==> config.mk <==
export PLATFORM = sky130hd
export DESIGN_NAME = pip_front
export DESIGN_NICKNAME = d
export VERILOG_FILES = /design/src/rtl/core/pip_pkg.sv /design/src/rtl/core/pip_front.sv
export SDC_FILE = /design/constraint.sdc
export NUM_CORES = 2
export LEC_CHECK = 0
export ABC_AREA = 1
export ABC_CLOCK_PERIOD_IN_PS = 13000
export BUFFER_PORTS_ARGS = -buffer_cell sky130_fd_sc_hd__buf_4
export CAP_MARGIN = 20
export CORE_MARGIN = 5
export CORE_UTILIZATION = 53
export CTS_CLUSTER_DIAMETER = 200
export DETAILED_ROUTE_END_ITERATION = 10
export GPL_ROUTABILITY_DRIVEN = 0
export GPL_TIMING_DRIVEN = 1
export HOLD_SLACK_MARGIN = 0.03
export PLACE_DENSITY = 0.8
export SKIP_LAST_GASP = 1
export SYNTH_ARGS = -nofsm -noshare
export SYNTH_HDL_FRONTEND = slang
export SYNTH_SLANG_ARGS = --single-unit
export TNS_END_PERCENT = 100
==> constraint.sdc <==
create_clock -name clk_i -period 13 [get_ports clk_i]
set_input_delay 3.25 -clock clk_i [delete_from_list [all_inputs] [get_ports clk_i]]
set_output_delay 3.25 -clock clk_i [all_outputs]
set_load 0.01 [all_outputs]
==> src/rtl/core/pip_pkg.sv <==
// Shared types for the point-in-polygon crossing test.
package pip_pkg;

  typedef enum logic [1:0] {
    AXIS_X,
    AXIS_Y,
    AXIS_Z
  } axis_e;

  // Per-word flags that travel down the pipeline with each vertex.
  typedef struct packed {
    logic first;
    logic last;
  } pip_flags_t;

endpackage

==> src/rtl/core/pip_front.sv <==
// Projection, polygon state and edge setup for one registered vertex word.
module pip_front #(
  parameter int W = 32
) (
  input  logic                clk_i,
  input  logic                rst_ni,
  input  logic                adv_i,
  input  logic signed [W-1:0] vx_i,
  input  logic signed [W-1:0] vy_i,
  input  logic signed [W-1:0] vz_i,
  input  logic signed [W-1:0] px_i,
  input  logic signed [W-1:0] py_i,
  input  logic signed [W-1:0] pz_i,
  input  logic signed [W-1:0] nx_i,
  input  logic signed [W-1:0] ny_i,
  input  logic signed [W-1:0] nz_i,
  input  logic                last_i,
  output pip_pkg::pip_flags_t flags_o,
  // edge from previous to current vertex
  output logic                cnt_a_o,
  output logic signed [W:0]   a_a_o,
  output logic signed [W:0]   b_a_o,
  output logic signed [W:0]   c_a_o,
  output logic signed [W:0]   d_a_o,
  // closing edge from current back to first vertex
  output logic                cnt_b_o,
  output logic signed [W:0]   a_b_o,
  output logic signed [W:0]   b_b_o,
  output logic signed [W:0]   c_b_o,
  output logic signed [W:0]   d_b_o
);

  localparam int DW = W + 1;

  logic                mid_q;
  pip_pkg::axis_e      axis_q;
  logic signed [W-1:0] probe_u_q, probe_v_q;
  logic signed [W-1:0] first_u_q, first_v_q;
  logic signed [W-1:0] prior_u_q, prior_v_q;

  logic                first;
  logic [W-1:0]        mag_x, mag_y, mag_z;
  pip_pkg::axis_e      pick, axis;
  logic signed [W-1:0] cu, cv, pu_new, pv_new, probe_u, probe_v, fu, fv;

  assign first = !mid_q;

  assign mag_x = nx_i[W-1] ? W'(-nx_i) : W'(nx_i);
  assign mag_y = ny_i[W-1] ? W'(-ny_i) : W'(ny_i);
  assign mag_z = nz_i[W-1] ? W'(-nz_i) : W'(nz_i);

  always_comb begin
    if (mag_x > mag_y) begin
      pick = (mag_y > mag_z || mag_x > mag_z) ? pip_pkg::AXIS_X : pip_pkg::AXIS_Z;
    end else begin
      pick = (mag_x > mag_z || mag_y > mag_z) ? pip_pkg::AXIS_Y : pip_pkg::AXIS_Z;
    end
  end

  assign axis = first ? pick : axis_q;

  // Keep the two coordinates that follow the dropped axis cyclically.
  always_comb begin
    case (axis)
      pip_pkg::AXIS_X: begin
        cu = vy_i;  cv = vz_i;
        pu_new = py_i;  pv_new = pz_i;
      end
      pip_pkg::AXIS_Y: begin
        cu = vz_i;  cv = vx_i;
        pu_new = pz_i;  pv_new = px_i;
      end
      default: begin
        cu = vx_i;  cv = vy_i;
        pu_new = px_i;  pv_new = py_i;
      end
    endcase
  end

  assign probe_u = first ? pu_new : probe_u_q;
  assign probe_v = first ? pv_new : probe_v_q;
  assign fu      = first ? cu : first_u_q;
  assign fv      = first ? cv : first_v_q;

  assign flags_o.first = first;
  assign flags_o.last  = last_i;

  // Edge A: current (cu, cv) against prior vertex.
  assign cnt_a_o = !first && (cv != prior_v_q) &&
                   ((probe_v >= cv && probe_v < prior_v_q) ||
                    (probe_v >= prior_v_q && probe_v < cv));
  assign a_a_o = DW'(probe_u) - DW'(prior_u_q);
  assign b_a_o = DW'(cu) - DW'(prior_u_q);
  assign c_a_o = DW'(probe_v) - DW'(prior_v_q);
  assign d_a_o = DW'(cv) - DW'(prior_v_q);

  // Edge B: first vertex against current vertex, only on the closing word.
  assign cnt_b_o = last_i && (fv != cv) &&
                   ((probe_v >= fv && probe_v < cv) ||
                    (probe_v >= cv && probe_v < fv));
  assign a_b_o = DW'(probe_u) - DW'(cu);
  assign b_b_o = DW'(fu) - DW'(cu);
  assign c_b_o = DW'(probe_v) - DW'(cv);
  assign d_b_o = DW'(fv) - DW'(cv);

  always_ff @(posedge clk_i or negedge rst_ni) begin
    if (!rst_ni) begin
      mid_q     <= 1'b0;
      axis_q    <= pip_pkg::AXIS_X;
      probe_u_q <= '0;
      probe_v_q <= '0;
      first_u_q <= '0;
      first_v_q <= '0;
      prior_u_q <= '0;
      prior_v_q <= '0;
    end else if (adv_i) begin
      axis_q    <= axis;
      probe_u_q <= probe_u;
      probe_v_q <= probe_v;
      first_u_q <= fu;
      first_v_q <= fv;
      prior_u_q <= cu;
      prior_v_q <= cv;
      mid_q     <= !last_i;
    end
  end

endmodule

==> flow_metrics.env, run 1 <==
export IMPL_status="did not finish"
export IMPL_haltStage="5_1_grt"
export IMPL_error="[ERROR GRT-0232] Routing congestion too high. Check the congestion heatmap in the GUI."
export IMPL_synth_compound_area_share_pct=15.52
export IMPL_worst_endpoint_kind="top-level output"
export IMPL_cts_buffers=17
export IMPL_die_height_um=249.2
export IMPL_syn_area_per_cell_um2=6.303
export IMPL_htree_num_levels=4
export IMPL_synthesis_area_um2=30320
export IMPL_die_w_um=249.2
export IMPL_synth_xor_area_share_pct=9.503
export IMPL_grt_usage_pct=82.32
export IMPL_synthAdderAreaFrac_pct=16.41
export IMPL_cts_root_buf="clkbuf_16"
export IMPL_grt_max_degree=169
export IMPL_synth_ff_type="dfrtp_1"
export IMPL_synth_top_family_by_area="simple AND/OR/NAND/NOR gates"
export IMPL_synth_simple_gate_area_share_pct=30.75
export IMPL_synth_edf_count=0
export IMPL_rows=87
export IMPL_dp_hpwl_um=106500
export IMPL_grt_worst_endpoint="c_b_o[32]"
export IMPL_port_buffers=559
export IMPL_gr_total_overflow=362
export IMPL_initial_utilization_pct=53.67
export IMPL_cts_sinks=195
export IMPL_synth_distinct_cells=47
export IMPL_yosysSeqAreaShare_pct=16.09
export IMPL_syn_nets=5496
export IMPL_ys_ff_latch=195
export IMPL_async_flop_share_pct=100.0
export IMPL_clk_path_buf_depth=2
export IMPL_yosysWarnings=0
export IMPL_synth_mux_area_share_pct=0
export IMPL_syn_inst=4811
export IMPL_ios=560
==> cell families after synthesis <==
group,Yosys count
simple gates,2133
buf+inv,911
compound gates,850
fa+ha+maj,393
xor+xnor,329
flops,195
==> metrics by stage <==
stage	TNS [ps]	hold WS (ps)	area (um^2)	setup slack, ps	std cells
after detailed placement	-80350	457.7	42530	-885.4	6985
after global placement	-55580	453.5	42530	-707.2	6985
after CTS	-825.4	478.1	45830	-115.9	7137
after floorplan	0	441.7	30320	244.5	4811
==> synth_stat cells (8+ instances only) <==
cell	n	area share [%]
inv_1	748	9.3
buf_2	39	0.64
o31ai_1	16	0.40
buf_1	11	0.14
nand3_1	331	5.5
nor3_1	33	0.54
a31oi_1	58	1.2
nor4_1	15	0.31
nand2_1	1236	15
nand3b_1	33	0.82
nor2_1	297	3.7
or2_2	68	1.4
o21ai_1	54	0.89
o211ai_1	18	0.45
fa_1	8	0.53
nand3_2	59	1.9
xor2_1	246	7.1
a21boi_0	35	0.87
o21a_1	18	0.45
ha_1	385	16
nand4_1	50	1.0
clkbuf_1	91	1.1
xnor2_1	83	2.4
o21ai_0	251	4.1
a211oi_1	24	0.59
a21oi_1	347	5.7
dfrtp_1	195	16
buf_4	9	0.22
==> repair_timing <==
action / in CTS
cloned: 6
hold buffers: 0
pin swaps: 133
endpoints found under the setup margin: 173
buffers inserted: 116
gates resized for setup: 397
==> per-layer routing <==
layer | GRT overflow | GRT usage, %
met4 | 138 | 79.85
met1 | 10 | 80.69
met2 | 204 | 95.00
met3 | 8 | 74.19
met5 | 2 | 48.65
==> run 2, diff against run 1 <==
ABC_CLOCK_PERIOD_IN_PS = 16900   (was 13000)
CORE_UTILIZATION = 40   (was 53)
CTS_CLUSTER_DIAMETER = unset   (was 200)
HOLD_SLACK_MARGIN = unset   (was 0.03)
PLACE_DENSITY = unset   (was 0.8)
PLACE_DENSITY_LB_ADDON = 0.15   (was unset)
clock period = 16.9 ns   (was 13 ns; I/O delays follow)
==> run 2 against run 1 <==
The flow now finishes without violations. Area after synthesis unchanged. Synthesized cell count unchanged.
==> flow_metrics.env, run 2 <==
export IMPL_critPathCaptureType="output port"
export IMPL_stdcell_count=6276
export IMPL_syn_inst=4811
export IMPL_rows=101
export IMPL_grt_pass1_wl_um=181700
export IMPL_p_per_area_nw_per_um2=201.9
export IMPL_syn2layout_area_growth_pct=19.36
export IMPL_grt_usage_pct=28.45
export IMPL_core_um2=75570
export IMPL_hold_slack_ps=475.9
export IMPL_tns_ps=0
export IMPL_placed_cells=6242
export IMPL_required_ps=12680
export IMPL_cts_root_buf="clkbuf_16"
export IMPL_wire_per_inst_um=19.29
export IMPL_cts_buffers=17
export IMPL_min_period_over_period_pct=96.66
export IMPL_cts_tree="built"
export IMPL_post_route_min_period_ps=16330
export IMPL_first_pass_iters=6
export IMPL_clock_fmax_ghz=0.06122
export IMPL_path_buf_inv=9
export IMPL_final_common_cell="nand2_1"
export IMPL_yosys_area_top_type_share_pct=16.09
export IMPL_clk_pin_slew_ps=80
export IMPL_setup_viol=0
export IMPL_async_flop_share_pct=100.0
export IMPL_viasPerCell=5.276
export IMPL_synth_ff_type="dfrtp_1"
export IMPL_htree_num_levels=4
export IMPL_synthesis_area_um2=30320
export IMPL_final_util_pct=47.90
export IMPL_worstHoldPathType="flip-flop to flip-flop"
export IMPL_finClkSkew_ps=14.26
export IMPL_port_buffers=559
export IMPL_hp_start="first_u_q[31]$_DFFE_PN0P_"
export IMPL_status="finished clean"
export IMPL_dp_hpwl_um=99890
export IMPL_grt_pass1_vias=30840
export IMPL_reg2reg_depth=10
export IMPL_clock_latency_ps=500
export IMPL_peakVddDrop_mv=0.1333
export IMPL_gr_total_overflow=0
export IMPL_syn_area_per_cell_um2=6.303
export IMPL_cp_arrival_ps=12110
export IMPL_layout_nets=5968
export IMPL_drive_gt1_share_pct=15.31
export IMPL_critPathTopFamily="simple AND/OR/NAND/NOR gates"
export IMPL_ios=560
export IMPL_p_leak_uw=0.02022
export IMPL_slowest_delay_ps=390
export IMPL_ys_ff_latch=195
export IMPL_path_class="input pin to output port"
export IMPL_most_common_layout_cells="nand2_1, inv_1, buf_4"
export IMPL_drv_slew=0
export IMPL_grt_max_degree=164
export IMPL_route_detailed_drc=0
export IMPL_yosysMostFrequentCell="nand2_1"
export IMPL_clk_path_buf_depth=2
export IMPL_critPathSlowestCell="ha_1"
export IMPL_crit_start="nz_i[5]"
export IMPL_syn_nets=5496
export IMPL_synth_distinct_cells=47
export IMPL_holdPathStages=2
export IMPL_finalHoldViolations=0
export IMPL_drt_initial_drc_count=2828
export IMPL_die_height_um=285.3
export IMPL_cts_sinks=195
export IMPL_die_w_um=285.3
export IMPL_cap_violations=0
export IMPL_cp_max_fo=24
export IMPL_slew_headroom_pct=31.94
export IMPL_antenna_found_initial=2
export IMPL_yosysTopAreaCell="dfrtp_1"
export IMPL_fill_cells=7976
export IMPL_yosysSeqAreaShare_pct=16.09
export IMPL_cpMostUsedCell="nand2_1"
export IMPL_initial_utilization_pct=40.13
export IMPL_synth_common_cells="nand2_1, inv_1, ha_1"
export IMPL_worst_path_stages=51
export IMPL_dieArea_um2=81410
export IMPL_yosysWarnings=0
export IMPL_reg2reg_from="mid_q$_DFFE_PN0P_"
export IMPL_tightest_slew_ps=1021
export IMPL_ant_nets=0
export IMPL_hold_buffers=0
export IMPL_start_kind="input pin"
export IMPL_cts_setup_buffers=0
export IMPL_vias=33110
export IMPL_drt_total_wl_um=121100
export IMPL_synth_edf_count=0
export IMPL_synthTopCellsByArea="dfrtp_1, ha_1, nand2_1"
-- run 2: cell counts after synthesis --
No cell type changed its count.
-- run 2: routing by layer --
| metal | part of all wire (%) | vias up | track usage, % |
|---|---|---|---|
| met4 | 2.9 | 2 | 8.281 |
| met1 | 43 | 15220 | 37.15 |
| li1 | - | 16630 | - |
| met3 | 6.9 | 143 | 4.468 |
| met5 | 0.013 | - | 0 |
| met2 | 47 | 1114 | 48.67 |
-- run 2: worst paths after layout --
path,endpoint,slack [ps]
worst max-delay path,cnt_a_o,570
worst min-delay path,first_u_q[31]$_DFFE_PN0P_,480
worst max register to register,first_v_q[26]$_DFFE_PN0P_,13140
worst min register to register,first_u_q[31]$_DFFE_PN0P_,480
max in group asynchronous,prior_u_q[16]$_DFFE_PN0P_,11690
min in group asynchronous,prior_v_q[1]$_DFFE_PN0P_,3710
-- run 2: logic make-up after synthesis --
logic type | count (synthesis) | share of synthesized area [%]
AO/OA/AOI/OAI | 850 | 15.52
XOR/XNOR | 329 | 9.503
adder cells (fa/ha/maj) | 393 | 16.41
buffers and inverters | 911 | 11.72
flip-flops | 195 | 16.09
AND/OR/NAND/NOR | 2133 | 30.75
-- run 2: tightest hold or removal path: stages, from the launching register on --
cell,delay [ps]
dfrtp_1,340
nand2_1,50
nand2_1,60
-- run 2: power breakdown --
part	leakage [uW]	internal (uW)	switching, uW	total, uW
sequential	0.00235	583	62.9	646
combinational	0.0176	2490	3710	6210
clock	0.000295	213	241	454
total	0.0202	3290	4020	7310
-- run 2: cell type report --
cell class              count  area, um^2  area share, %
clock inverters            15       182.7         0.5047
multi-input cells        3705       22000          60.79
well taps                 978        1224          3.381
diodes                      2       5.005        0.01383
inverters                 754        2845          7.861
clock buffers              17       425.4          1.175
flip-flops and latches    195        4881          13.49
repair buffers            610        4628          12.79
-- run 2: metrics by stage --
step / setup slack [ps] / area, um^2 / power (uW)
finish: 565.0 / 36190 / 7307
global route: -8.208 / 36190 / 7901
global placement: 191.5 / 35460 / 6813
floorplan: 2194 / 30320 / 4192
detailed placement: 24.56 / 35460 / 6826
CTS: 77.04 / 36070 / 7315
-- run 2: timing repair --
| item | 4_1_cts | 5_1_grt |
|---|---|---|
| resized for setup | 1 | 52 |
| endpoints found under the hold margin | 0 | 0 |
| gates cloned | 0 | 0 |
| setup endpoints to repair | 1 | 110 |
No activity file was read; power rests on OpenSTA's default activity.
